==> src/rtl/core/sap_pkg.sv <==
// sap_pkg: byte codes, attribute types, color tables and SGR code decode
// for the SGR attribute parser. No dependencies.
`default_nettype none

package sap_pkg;

    // Byte codes seen in the text stream
    localparam logic [7:0] CH_ESC   = 8'h1B;
    localparam logic [7:0] CH_CSI   = 8'h5B;
    localparam logic [7:0] CH_SGR   = 8'h6D;
    localparam logic [7:0] CH_SEMI  = 8'h3B;
    localparam logic [7:0] CH_ZERO  = 8'h30;
    localparam logic [7:0] CH_NINE  = 8'h39;
    localparam logic [7:0] CH_QUEST = 8'h3F;
    localparam logic [7:0] CH_EQ    = 8'h3D;
    localparam logic [7:0] CH_GT    = 8'h3E;
    localparam logic [7:0] CH_LT    = 8'h3C;

    // Parameter value saturates here so it matches no code
    localparam logic [9:0] VAL_MAX = 10'd1023;

    // Style bit positions
    localparam int STY_BOLD      = 0;
    localparam int STY_ITALIC    = 1;
    localparam int STY_UNDERLINE = 2;

    typedef struct packed {
        logic [31:0] fg;
        logic [31:0] bg;
        logic [2:0]  sty;
    } attr_t;

    // White foreground, transparent background, no styles
    localparam attr_t ATTR_DEFAULT = '{fg: 32'hFFFF_FFFF, bg: 32'h0000_0000, sty: 3'b000};

    // One result word
    typedef struct packed {
        logic [7:0] ch;
        attr_t      attr;
        logic       last;
    } cell_t;

    function automatic logic [31:0] normal_color(input logic [2:0] idx);
        logic [31:0] c;
        case (idx)
            3'd0:    c = 32'h0000_00FF;
            3'd1:    c = 32'h8000_00FF;
            3'd2:    c = 32'h0080_00FF;
            3'd3:    c = 32'h8080_00FF;
            3'd4:    c = 32'h0000_80FF;
            3'd5:    c = 32'h8000_80FF;
            3'd6:    c = 32'h0080_80FF;
            default: c = 32'hC0C0_C0FF;
        endcase
        return c;
    endfunction

    function automatic logic [31:0] bright_color(input logic [2:0] idx);
        logic [31:0] c;
        case (idx)
            3'd0:    c = 32'h4040_40FF;
            3'd1:    c = 32'hFF00_00FF;
            3'd2:    c = 32'h00FF_00FF;
            3'd3:    c = 32'hFFFF_00FF;
            3'd4:    c = 32'h0000_FFFF;
            3'd5:    c = 32'hFF00_FFFF;
            3'd6:    c = 32'h00FF_FFFF;
            default: c = 32'hFFFF_FFFF;
        endcase
        return c;
    endfunction

    // Apply one SGR parameter value to a set of attributes
    function automatic attr_t apply_code(input attr_t a, input logic [9:0] v);
        attr_t       r;
        logic [9:0]  off30;
        logic [9:0]  off90;
        logic [9:0]  off40;
        logic [9:0]  off100;
        r      = a;
        off30  = v - 10'd30;
        off90  = v - 10'd90;
        off40  = v - 10'd40;
        off100 = v - 10'd100;
        if (v == 10'd1)
            r.sty[STY_BOLD] = 1'b1;
        else if (v == 10'd3)
            r.sty[STY_ITALIC] = 1'b1;
        else if (v == 10'd4)
            r.sty[STY_UNDERLINE] = 1'b1;
        else if (v == 10'd22)
            r.sty[STY_BOLD] = 1'b0;
        else if (v == 10'd23)
            r.sty[STY_ITALIC] = 1'b0;
        else if (v == 10'd24)
            r.sty[STY_UNDERLINE] = 1'b0;
        else if (v >= 10'd30 && v <= 10'd37)
            r.fg = a.sty[STY_BOLD] ? bright_color(off30[2:0]) : normal_color(off30[2:0]);
        else if (v >= 10'd90 && v <= 10'd97)
            r.fg = bright_color(off90[2:0]);
        else if (v >= 10'd40 && v <= 10'd47)
            r.bg = normal_color(off40[2:0]);
        else if (v >= 10'd100 && v <= 10'd107)
            r.bg = bright_color(off100[2:0]);
        return r;
    endfunction

endpackage

`default_nettype wire

==> src/rtl/core/sap_if.sv <==
// sap_if: valid/ready channel interfaces of the SGR attribute parser:
// terminal bytes in, attributed characters out. No dependencies.
`default_nettype none

interface sap_text_if;
    logic       valid;
    logic       ready;
    logic [7:0] in_byte;
    logic       end_of_line;

    modport source (output valid, output in_byte, output end_of_line, input ready);
    modport sink   (input valid, input in_byte, input end_of_line, output ready);
endinterface

interface sap_cell_if;
    logic        valid;
    logic        ready;
    logic [7:0]  out_char;
    logic [31:0] fg_rgba;
    logic [31:0] bg_rgba;
    logic        is_bold;
    logic        is_italic;
    logic        is_underline;
    logic        last_of_run;

    modport source (output valid, output out_char, output fg_rgba, output bg_rgba,
                    output is_bold, output is_italic, output is_underline,
                    output last_of_run, input ready);
    modport sink   (input valid, input out_char, input fg_rgba, input bg_rgba,
                    input is_bold, input is_italic, input is_underline,
                    input last_of_run, output ready);
endinterface

`default_nettype wire

==> src/rtl/core/sgr_attribute_parser.sv <==
// SGR attribute parser: decodes ESC [ ... m sequences in a terminal byte
// stream and tags every visible byte with its colors and styles.
// Channels: text (sink) carries in_byte and end_of_line; cells (source)
// carries one attributed character per word, last_of_run marking the final
// word caused by one text word. A text word causes zero, one or two words.
// Results enter the result queue when their text word is accepted.
// Throughput: one text word per cycle while text.ready is high; the parse
// state is updated in the accept cycle, so back-to-back bytes see each other's effects.
// Output rate is one cell word per cycle while cells.ready is high; the
// 4-entry result queue raises text.ready while it has room for two words,
// so stalled cells stall text only once three or more words are waiting.
// Reset: parser returns to text phase with default attributes (white on
// transparent, no styles) and the queue is emptied. end_of_line also returns
// all parse state to defaults after its byte is handled.
// Depends on sap_pkg and sap_if.
`default_nettype none

module sgr_attribute_parser
    import sap_pkg::*;
(
    input  logic            clk,
    input  logic            rst_n,
    sap_text_if.sink        text,
    sap_cell_if.source      cells
);

    // Parse phases
    localparam logic [1:0] PH_TEXT = 2'd0;
    localparam logic [1:0] PH_ESC  = 2'd1;
    localparam logic [1:0] PH_SEQ  = 2'd2;

    // Parser state
    logic [1:0] phase_reg, phase_next;
    logic [9:0] pval_reg, pval_next;
    logic       phas_reg, phas_next;
    logic       pfrz_reg, pfrz_next;
    logic [1:0] slen_reg, slen_next;
    logic       sfz_reg, sfz_next;
    attr_t      cur_reg, cur_next;
    attr_t      shadow_reg, shadow_next;

    // Result queue
    cell_t      fifo_mem [4];
    logic [1:0] wr_ptr_reg, wr_ptr_next;
    logic [1:0] rd_ptr_reg, rd_ptr_next;
    logic [2:0] count_reg, count_next;

    logic        accept;
    logic        pop;
    logic [7:0]  b;
    logic        is_digit;
    logic        is_other;
    logic [13:0] acc;
    attr_t       fin_attr;
    logic [1:0]  n_emit;
    logic [7:0]  e0_ch;
    logic [7:0]  e1_ch;
    logic [1:0]  wr_ptr_inc;

    assign accept = text.valid & text.ready;
    assign pop    = cells.valid & cells.ready;
    assign b      = text.in_byte;

    // Byte classes and decimal accumulate
    assign is_digit = (b >= CH_ZERO) && (b <= CH_NINE);
    assign is_other = (b == CH_SEMI) || (b == CH_QUEST) || (b == CH_EQ) ||
                      (b == CH_GT) || (b == CH_LT);
    assign acc      = {1'b0, pval_reg, 3'b000} + {3'b000, pval_reg, 1'b0} +
                      {10'd0, b[3:0]};

    // Shadow attributes after the open parameter is closed
    assign fin_attr = phas_reg ? apply_code(shadow_reg, pval_reg) : shadow_reg;

    // Next parser state and emitted characters
    always_comb
    begin
        phase_next  = phase_reg;
        pval_next   = pval_reg;
        phas_next   = phas_reg;
        pfrz_next   = pfrz_reg;
        slen_next   = slen_reg;
        sfz_next    = sfz_reg;
        cur_next    = cur_reg;
        shadow_next = shadow_reg;
        n_emit      = 2'd0;
        e0_ch       = b;
        e1_ch       = b;
        if (accept)
        begin
            case (phase_reg)
                PH_ESC:
                begin
                    if (b == CH_CSI)
                    begin
                        phase_next  = PH_SEQ;
                        pval_next   = '0;
                        phas_next   = 1'b0;
                        pfrz_next   = 1'b0;
                        slen_next   = '0;
                        sfz_next    = 1'b0;
                        shadow_next = cur_reg;
                    end
                    else
                    begin
                        // lone ESC goes out as a character
                        e0_ch  = CH_ESC;
                        n_emit = 2'd1;
                        if (b != CH_ESC)
                        begin
                            e1_ch      = b;
                            n_emit     = 2'd2;
                            phase_next = PH_TEXT;
                        end
                    end
                end
                PH_SEQ:
                begin
                    if (is_digit || is_other)
                    begin
                        if (slen_reg == 2'd0)
                            sfz_next = (b == CH_ZERO);
                        if (slen_reg != 2'd3)
                            slen_next = slen_reg + 2'd1;
                        if (is_digit)
                        begin
                            if (!pfrz_reg)
                            begin
                                pval_next = (acc > {4'd0, VAL_MAX}) ? VAL_MAX : acc[9:0];
                                phas_next = 1'b1;
                            end
                        end
                        else if (b == CH_SEMI)
                        begin
                            shadow_next = fin_attr;
                            pval_next   = '0;
                            phas_next   = 1'b0;
                            pfrz_next   = 1'b0;
                        end
                        else
                        begin
                            pfrz_next = 1'b1;
                        end
                    end
                    else
                    begin
                        // command byte ends the sequence
                        if (b == CH_SGR)
                        begin
                            if (slen_reg == 2'd0 || (slen_reg == 2'd1 && sfz_reg))
                            begin
                                cur_next = ATTR_DEFAULT;
                            end
                            else
                            begin
                                shadow_next = fin_attr;
                                cur_next    = fin_attr;
                            end
                        end
                        pval_next  = '0;
                        phas_next  = 1'b0;
                        pfrz_next  = 1'b0;
                        phase_next = PH_TEXT;
                    end
                end
                default:
                begin
                    if (b == CH_ESC)
                    begin
                        phase_next = PH_ESC;
                    end
                    else
                    begin
                        phase_next = PH_TEXT;
                        e0_ch      = b;
                        n_emit     = 2'd1;
                    end
                end
            endcase

            // end of line: flush a pending ESC, then back to defaults
            if (text.end_of_line)
            begin
                if (phase_next == PH_ESC)
                begin
                    if (n_emit == 2'd0)
                    begin
                        e0_ch  = CH_ESC;
                        n_emit = 2'd1;
                    end
                    else
                    begin
                        e1_ch  = CH_ESC;
                        n_emit = 2'd2;
                    end
                end
                phase_next  = PH_TEXT;
                pval_next   = '0;
                phas_next   = 1'b0;
                pfrz_next   = 1'b0;
                slen_next   = '0;
                sfz_next    = 1'b0;
                cur_next    = ATTR_DEFAULT;
                shadow_next = ATTR_DEFAULT;
            end
        end
    end

    // Parser state registers
    always_ff @(posedge clk or negedge rst_n)
    begin
        if (!rst_n)
        begin
            phase_reg  <= PH_TEXT;
            pval_reg   <= '0;
            phas_reg   <= 1'b0;
            pfrz_reg   <= 1'b0;
            slen_reg   <= '0;
            sfz_reg    <= 1'b0;
            cur_reg    <= ATTR_DEFAULT;
            shadow_reg <= ATTR_DEFAULT;
        end
        else
        begin
            phase_reg  <= phase_next;
            pval_reg   <= pval_next;
            phas_reg   <= phas_next;
            pfrz_reg   <= pfrz_next;
            slen_reg   <= slen_next;
            sfz_reg    <= sfz_next;
            cur_reg    <= cur_next;
            shadow_reg <= shadow_next;
        end
    end

    // Queue pointers and fill count
    assign wr_ptr_inc  = wr_ptr_reg + 2'd1;
    assign wr_ptr_next = wr_ptr_reg + n_emit;
    assign rd_ptr_next = pop ? rd_ptr_reg + 2'd1 : rd_ptr_reg;
    assign count_next  = count_reg + {1'b0, n_emit} - {2'b00, pop};

    always_ff @(posedge clk or negedge rst_n)
    begin
        if (!rst_n)
        begin
            wr_ptr_reg <= '0;
            rd_ptr_reg <= '0;
            count_reg  <= '0;
        end
        else
        begin
            wr_ptr_reg <= wr_ptr_next;
            rd_ptr_reg <= rd_ptr_next;
            count_reg  <= count_next;
        end
    end

    // Queue storage; all words of one byte share the current attributes
    always_ff @(posedge clk)
    begin
        if (n_emit != 2'd0)
            fifo_mem[wr_ptr_reg] <= '{ch: e0_ch, attr: cur_reg, last: (n_emit == 2'd1)};
        if (n_emit == 2'd2)
            fifo_mem[wr_ptr_inc] <= '{ch: e1_ch, attr: cur_reg, last: 1'b1};
    end

    // Channel outputs
    assign text.ready         = (count_reg <= 3'd2);
    assign cells.valid        = (count_reg != 3'd0);
    assign cells.out_char     = fifo_mem[rd_ptr_reg].ch;
    assign cells.fg_rgba      = fifo_mem[rd_ptr_reg].attr.fg;
    assign cells.bg_rgba      = fifo_mem[rd_ptr_reg].attr.bg;
    assign cells.is_bold      = fifo_mem[rd_ptr_reg].attr.sty[STY_BOLD];
    assign cells.is_italic    = fifo_mem[rd_ptr_reg].attr.sty[STY_ITALIC];
    assign cells.is_underline = fifo_mem[rd_ptr_reg].attr.sty[STY_UNDERLINE];
    assign cells.last_of_run  = fifo_mem[rd_ptr_reg].last;

endmodule

`default_nettype wire
==> src/flat_wrapper.sv <==
// flat-port wrapper written by rule: the top's interface ports become plain ports
module sgr_attribute_parser_flat import sap_pkg::*;
  (clk, rst_n, text_valid, text_in_byte, text_end_of_line, text_ready, cells_valid, cells_out_char, cells_fg_rgba, cells_bg_rgba, cells_is_bold, cells_is_italic, cells_is_underline, cells_last_of_run, cells_ready);
  sap_text_if text_i ();
  sap_cell_if cells_i ();
  input  logic clk;
  input  logic rst_n;
  input wire logic [$bits(text_i.valid)-1:0] text_valid;
  input wire logic [$bits(text_i.in_byte)-1:0] text_in_byte;
  input wire logic [$bits(text_i.end_of_line)-1:0] text_end_of_line;
  output wire logic [$bits(text_i.ready)-1:0] text_ready;
  output wire logic [$bits(cells_i.valid)-1:0] cells_valid;
  output wire logic [$bits(cells_i.out_char)-1:0] cells_out_char;
  output wire logic [$bits(cells_i.fg_rgba)-1:0] cells_fg_rgba;
  output wire logic [$bits(cells_i.bg_rgba)-1:0] cells_bg_rgba;
  output wire logic [$bits(cells_i.is_bold)-1:0] cells_is_bold;
  output wire logic [$bits(cells_i.is_italic)-1:0] cells_is_italic;
  output wire logic [$bits(cells_i.is_underline)-1:0] cells_is_underline;
  output wire logic [$bits(cells_i.last_of_run)-1:0] cells_last_of_run;
  input wire logic [$bits(cells_i.ready)-1:0] cells_ready;
  assign text_i.valid = text_valid;
  assign text_i.in_byte = text_in_byte;
  assign text_i.end_of_line = text_end_of_line;
  assign text_ready = text_i.ready;
  assign cells_valid = cells_i.valid;
  assign cells_out_char = cells_i.out_char;
  assign cells_fg_rgba = cells_i.fg_rgba;
  assign cells_bg_rgba = cells_i.bg_rgba;
  assign cells_is_bold = cells_i.is_bold;
  assign cells_is_italic = cells_i.is_italic;
  assign cells_is_underline = cells_i.is_underline;
  assign cells_last_of_run = cells_i.last_of_run;
  assign cells_i.ready = cells_ready;
  sgr_attribute_parser u_core (.clk(clk), .rst_n(rst_n), .text(text_i), .cells(cells_i));
endmodule
==> config.mk <==
export PLATFORM = sky130hd
export DESIGN_NAME = sgr_attribute_parser_flat
export DESIGN_NICKNAME = d
export VERILOG_FILES = /design/src/rtl/core/sap_pkg.sv /design/src/rtl/core/sap_if.sv /design/src/rtl/core/sgr_attribute_parser.sv /design/src/flat_wrapper.sv
export SDC_FILE = /design/constraint.sdc
export NUM_CORES = 1
export LEC_CHECK = 0
export ABC_AREA = 1
export BUFFER_PORTS_ARGS = -buffer_cell sky130_fd_sc_hd__buf_2
export CORE_AREA = 3 3 209 211
export DETAILED_ROUTE_END_ITERATION = 8
export DIE_AREA = 0 0 212 214
export HOLD_SLACK_MARGIN = 0.08
export PLACE_DENSITY_LB_ADDON = 0.15
export SLEW_MARGIN = 20
export SYNTH_ARGS = -nofsm -noshare
export SYNTH_HDL_FRONTEND = slang
export SYNTH_SLANG_ARGS = --single-unit
==> constraint.sdc <==
create_clock -name clk -period 4.6 [get_ports clk]
set_input_delay 0.23 -clock clk [delete_from_list [all_inputs] [get_ports clk]]
set_output_delay 0.23 -clock clk [all_outputs]
set_load 0.05 [all_outputs]
==> metrics, run 1 <==
DP Cell Count=about 3400; Tot Pwr=17.3 mW; height of the die=roughly 210 µm; wire length per cell=20.5 µm; Clock Sinks=462; ranking of synthesized cells by area=edfxtp_1 (36%), nand3_1 (11%), nand2_1 (11%), dfrtp_1 (9.3%), dfstp_2 (6.7%); drt total wl=71500 µm; Num CTS Buffers=about 50; wire length on met1=between 20000 and 30000 µm; Clock Skews=0.0226 ns; part of the cycle the worst path needs=76.8%; crit-path cells=inv_1 > ha_2 > clkinv_1 > nor2_1 > inv_1 > a31oi_1 > nand2_1 > nand2_1 > nor2_2 > buf_4 > nand2_2 > buf_4 > a21oi_1 > o21ai_0 > nand2_1; Internal Power=slightly above 9 mW; deepest clock path buffer count=3; initial core utilization=about three fifths; DRT antenna net count=0; Netlist cell types=between 40 and 50; Fmax achieved=approximately 280 MHz; EDFF count, synth=300; Clk Tree Root Cell=clkbuf_16; register bit count reported by yosys=462; worst r2r path cells=15; final setup TNS=0 ns; met3 WL=roughly 6100 µm; Mapped Cells=~3000; final count of hold timing violations=0; Slew HR=around 29%; Placer Congestion=between 0.9 and 1; Worst Setup SP=u_core.phase_reg[0]; Seq/Total Area, Yosys=between 50% and 60%; Clock transition at path regs=0.06 ns; Net Sw Power=8.07 mW; Top cell by count, worst path=nand2_1; Tmin final=3.53 ns; FF-to-FF Start=u_core.phase_reg[0]; final net count=roughly 3000; post-route cell area=approximately 27000 µm²; die area=around 45000 µm²; Overflow after GRT=0; synthesized area=around 25000 µm²; max-slew violations=0; final std cells w/o fill=between 3000 and 4000; Die X=roughly 210 µm; fill cell count=approximately 3500; Site Rows=between 70 and 80; status=complete, no violations; max cap viols=0; total number of yosys warnings=0; crit path max fanout=42; Hold Path Class=input pin to register; RSZ-0062 raised after global routing=false; Mapped Avg Cell Area=around 8.4 µm²; combinational share of power=between 40% and 50%; dpl ws=around 1.0 ns; Worst EP arrival=4.01 ns; Detailed Routing Iterations Pass 1=6; slowest CP cell=nand2_2; post-placement cell area=roughly 25000 µm²; PD cells=639 nW/µm²; Critical Path End Type=register; vias in the first global route=between 20000 and 25000; Post-CTS Setup Inserts=0; final core occ=~64%; Final HPWL DP=around 40000 µm; CP required=5.08 ns; pin count of the biggest net entering global routing=241; drt initial violations=about 2400; H-tree levels=2; hold_buf cts=7; Area Growth Syn to Fin=7.32%; reg-to-reg endpoint=u_core.shadow_reg[16]; GRT Total Usage=a little under a third; Worst Tran Pin Value=approximately 1.1 ns; power share of the sequential group=34.1%; Mapped Nets=3057; Largest stage delay, worst path=0.77 ns; CP endpoint=u_core.shadow_reg[16]; core area=about 42000 µm²; number of diodes=0; I/O Pins=approximately 90; Top Layer Used=met4; layout cell share with drive strength beyond 1=about a tenth; Leak=around 12 nW; drt via density=about 6.3; initial antenna violation count=0; drt drc=0; sw frac=between 40 and 50%; Startpoint Class=register; prevailing post-synth register cell=edfxtp_1; FFs w/ async S/R, synth=about a third; register-to-register setup slack=1.07 ns; first-pass GRT wire length=around 120000 µm; Resized Gates After CTS=0; CTS tree=done; post-route setup slack=1.07 ns; area share of the largest cell type after synthesis=a little over a third; vias after detailed routing=22000; hold_ws=0.103 ns; PortBufs=90; max FFs per register=304; Clk Latency, worst-skew pair=about 0.60 ns; endpoints failing setup=0; peak supply drop=slightly above 600 µV; met2 wire length=roughly 34000 µm; crit path kind=register to register; clock share of power=22.9%; area leader, netlist=edfxtp_1
cell usage in the layout, fill, tap and decap left out, types with 16 or more instances in the layout:
master	n
nand2_1	711
nand3_1	566
edfxtp_1	300
o21ai_0	240
nor2_1	200
inv_1	152
o22ai_1	128
a21oi_1	93
dfrtp_1	92
buf_2	89
dfstp_2	64
clkbuf_16	50
buf_4	36
ha_1	29
a22oi_1	16
clkbuf_1	16
worst min path at each step:
stage | start | to | slack [ns] | cells past startpoint
floorplan | rst_n | u_core.count_reg[0] | -0.07 | 0
finish | text_in_byte[0] | u_core.pval_reg[0] | 0.10 | 5
global route | text_in_byte[0] | u_core.pval_reg[0] | 0.13 | 5
global placement | rst_n | u_core.wr_ptr_reg[1] | 0.27 | 1
detailed placement | rst_n | u_core.wr_ptr_reg[1] | 0.29 | 1
CTS | text_in_byte[0] | u_core.pval_reg[0] | 0.09 | 5
critical path, delay by kind of cell (launching register included):
family / cells / cell delay, ns
compound gates: 3 / 0.39
buf+inv: 5 / 0.98
simple gates: 6 / 1.34
fa+ha+maj: 1 / 0.27
flops: 1 / 0.42
per-layer routing:
| metal | up-vias | track usage (%) |
|---|---|---|
| li1 | 10100 | - |
| met1 | 10700 | 41.8 |
| met2 | 1094 | 52.4 |
| met3 | 173 | 4.67 |
| met4 | 0 | 13.4 |
| met5 | - | 0 |
cells in the mapped netlist (2+ instances only):
cell	n
a22oi_1	16
nor2_2	4
dfrtp_1	94
o31ai_1	3
edfxtp_1	300
xor2_1	4
dfxtp_1	4
a211oi_1	2
o21ai_1	8
buf_4	52
nand2_2	6
nand3_1	566
a2bb2oi_1	8
nor2_1	203
o211ai_1	3
a22o_1	3
a21boi_0	6
dfstp_2	64
nand4_1	11
o21ai_0	240
buf_6	7
o21bai_1	5
buf_1	9
a21boi_1	3
fa_1	3
clkinv_1	5
inv_1	154
nand2_1	716
a21oi_1	93
clkbuf_1	149
ha_1	30
buf_2	76
o22ai_1	128
inv_2	7
o41ai_1	3
nand3b_1	4
xnor2_1	6
nor3_1	7
power by group through the flow:
stage | Combinational [mW] | Clock, mW | Sequential (mW)
final | 7.43 | 3.95 | 5.89
after global routing | 7.96 | 4.15 | 5.96
after CTS | 7.38 | 3.98 | 5.87
after detailed placement | 7.37 | 0 | 5.94
after global placement | 7.23 | 0 | 5.90
after floorplan | 5.63 | 0 | 5.66
final cells by class:
class | instances | area [µm²] | area share (%)
repair buffers | 142 | 967 | 3.58
clock buffers | 74 | 1420 | 5.25
clock inverters | 17 | 160 | 0.592
well taps | 539 | 674 | 2.49
inverters | 166 | 631 | 2.33
flip-flops and latches | 462 | 13100 | 48.5
multi-input cells | 2089 | 10100 | 37.2
cell families after synthesis:
family                     Yosys count  share of synthesized area [%]
AOI/OAI and AO/OA                  526                           11.8
xor gates and xnor gates            10                          0.347
adders and majority gates           33                           1.73
buffers and inverters              460                           8.21
DFF                                462                           52.1
and+or+nand+nor                   1520                           25.9
(Power assumes the default switching activity.)
==> run 2, diff against run 1 <==
ABC_AREA = 0   (was 1)
CORE_AREA = 3 3 195 197   (was 3 3 209 211)
DIE_AREA = 0 0 198 200   (was 0 0 212 214)
clock period = 3.65 ns   (was 4.6 ns; I/O delays follow)
==> run 2 against run 1 <==
  * Worst setup slack worse by 0.81 ns
  * Critical endpoint is now u_core.fifo_mem[1][63]
  * Non-clock buffer count is 1 higher
  * Sequential power up 17%
  * Clock skew is 0.00077 ns lower
  * Final area shrank 9.3%
  * First-iteration DRC count is 45% lower
  * Hold slack improved by 0.024 ns
  * Fmax grew 4.0%
  * Largest cell class unchanged
  * Critical path type unchanged
  * Register-to-register slack worse by 0.81 ns
==> metrics, run 2 <==
cell family with most CP delay=compound AO/OA/AOI/OAI gates; CTS tree=done; Startpoint Class=register; Detailed Routing Iterations Pass 1=7; Tot Pwr=roughly 17 mW; combinational share of power=between 30% and 40%; Hold Path Class=input pin to register; most frequent cells in the layout=edfxtp_1 (300), and2_1 (281), nand2_1 (154); commonest non-fill, non-tap cell in the layout=edfxtp_1; final setup TNS=0 ns; slowest CP cell=dfrtp_1; core area=about 36000 µm²; Mapped Cells=between 1500 and 2000; CP Buf/Inv Count=3; Seq/Total Area, Yosys=between 60% and 70%; crit path kind=register to register; crit-path cells=inv_1 > ha_1 > nand2b_1 > o41ai_2 > a211oi_4 > buf_4 > maj3_1 > a21oi_2 > nor2_4 > buf_12 > and2_1; Netlist cell types=86; Worst EP arrival=3.71 ns; area share of the largest cell type after synthesis=roughly 41%; most common cell in the synthesized netlist=edfxtp_1; FFs w/ async S/R, synth=between 30% and 40%; H-tree levels=2; wire length per cell=between 15 and 20 µm; Tmin final=3.40 ns; max FFs per register=between 300 and 400; drt initial violations=between 1000 and 1500; register bit count reported by yosys=462; endpoints failing setup=0; post-route cell area=around 25000 µm²; initial antenna violation count=0; Net Sw Power=~6.1 mW; drt via density=approximately 5.9; height of the die=~200 µm; crit path max fanout=~120; Resized Gates After CTS=0; PD cells=approximately 700 nW/µm²; Num CTS Buffers=48; max-slew violations=0; post-placement cell area=~23000 µm²; drt total wl=~45000 µm; max cap viols=0; part of the cycle the worst path needs=between 90% and 100%; Leak=9.42 nW; vias after detailed routing=~14000; RSZ-0062 raised after global routing=false; register-to-register setup slack=around 0.25 ns; drt drc=0; peak supply drop=967 µV; Clk Latency, worst-skew pair=between 0.5 and 0.6 ns; Site Rows=70; Clock transition at path regs=around 0.06 ns; final net count=~1900; first-pass GRT wire length=about 74000 µm; synthesized area=21800 µm²; PortBufs=90; Mapped Avg Cell Area=~12 µm²; power share of the sequential group=between 40% and 50%; Die X=198 µm; Worst Tran Pin Value=~1.1 ns; list of most frequent post-synthesis cells=edfxtp_1 (300), and2_1 (281), nand2_1 (154); clock share of power=~28%; I/O Pins=91; ranking of synthesized cells by area=edfxtp_1 (41%), dfrtp_1 (11%), and2_1 (8.1%), mux4_2 (7.8%), dfstp_2 (7.7%); initial core utilization=between 50% and 60%; final count of hold timing violations=0; status=complete, no violations; number of diodes=0; sw frac=35.4%; Clk Tree Root Cell=clkbuf_16; pin count of the biggest net entering global routing=~120; deepest clock path buffer count=3; Critical Path End Type=register; die area=roughly 40000 µm²; Clock Sinks=roughly 460; EDFF count, synth=300; GRT Total Usage=23.5%; area leader, netlist=edfxtp_1; Clock Skews=0.0218 ns; Placer Congestion=0.841; Slew HR=between 20 and 30%; Fmax achieved=294 MHz; Largest stage delay, worst path=0.42 ns; Internal Power=about 11 mW; Area Growth Syn to Fin=12.5%; DRT antenna net count=0; Final HPWL DP=about 28000 µm; total number of yosys warnings=0; Mapped Nets=approximately 1800; CP required=approximately 4 ns; Overflow after GRT=0; prevailing post-synth register cell=edfxtp_1; layout cell share with drive strength beyond 1=about a fifth; hold_ws=0.127 ns; vias in the first global route=roughly 14000
-- run 2: cell types whose count changed after synthesis, sizes merged, moves of 89 or more --
cell and change:
o21ai -115, nand3 -552, inv -138, o22ai -120, nor2 -89, nand2 -568, buf -103, and2 +282
-- run 2: worst paths after layout --
check                                      start                      to  cells past startpoint
setup / recovery             u_core.phase_reg[0]  u_core.fifo_mem[1][63]                     11
hold / removal                   text_in_byte[3]  u_core.fifo_mem[0][71]                      3
setup reg to reg             u_core.phase_reg[0]  u_core.fifo_mem[1][63]                     11
hold reg to reg            u_core.shadow_reg[44]   u_core.shadow_reg[44]                      2
max in group asynchronous                  rst_n   u_core.shadow_reg[40]                      3
min in group asynchronous                  rst_n    u_core.rd_ptr_reg[0]                      2
-- run 2: logic make-up after synthesis --
| family | synth area share, % |
|---|---|
| buffers and inverters | 2.68 |
| muxes | 8.41 |
| AOI/OAI and AO/OA | 10.3 |
| xor gates and xnor gates | 0.482 |
| adders and majority gates | 2.09 |
| and+or+nand+nor | 15.8 |
| DFF | 60.2 |
-- run 2: tightest hold or removal path, stage by stage --
cell and delay [ns]:
buf_2 0.20, inv_1 0.08, a21oi_1 0.06
-- run 2: power groups by stage --
stage / clock network [mW] / logic [mW] / registers [mW]
after floorplan: 0 / 4.41 / 6.69
after global placement: 0 / 5.45 / 6.95
after detailed placement: 0 / 5.49 / 6.98
after CTS: 4.97 / 5.51 / 6.88
after global routing: 5.17 / 5.78 / 6.96
final: 4.86 / 5.42 / 6.88
-- run 2: cell type report --
class,instances,area (µm²)
flip-flops and latches,462,13100
fillers,2622,11900
multi-input cells,1146,8140
clock buffers,61,1310
repair buffers,143,1000
well taps,468,586
clock inverters,26,264
inverters,26,100
-- run 2: repair_timing --
action | 4_1_cts | 5_1_grt
buffers inserted | 0 | 0
endpoints found under the hold margin | 67 | 0
hold buffers | 8 | 0
-- run 2: routing by layer --
metal  track usage, %  part of all wire [%]  up-vias
met1             32.5                    44     6865
met4             7.37                   2.3        0
met3             3.07                   4.5       88
li1                 -                     -     6502
met2             39.6                    49      393
met5                0                     0        -
-- run 2: through the flow --
step           util (%)  worst slack, ns  std cells
2_1_floorplan         -           0.0334       1746
3_3_place_gp       62.8            0.434       2237
3_5_place_dp       62.8            0.303       2237
4_1_cts            67.3            0.293       2332
5_1_grt            67.3           0.0552       2332
6_report           67.3            0.252       2332
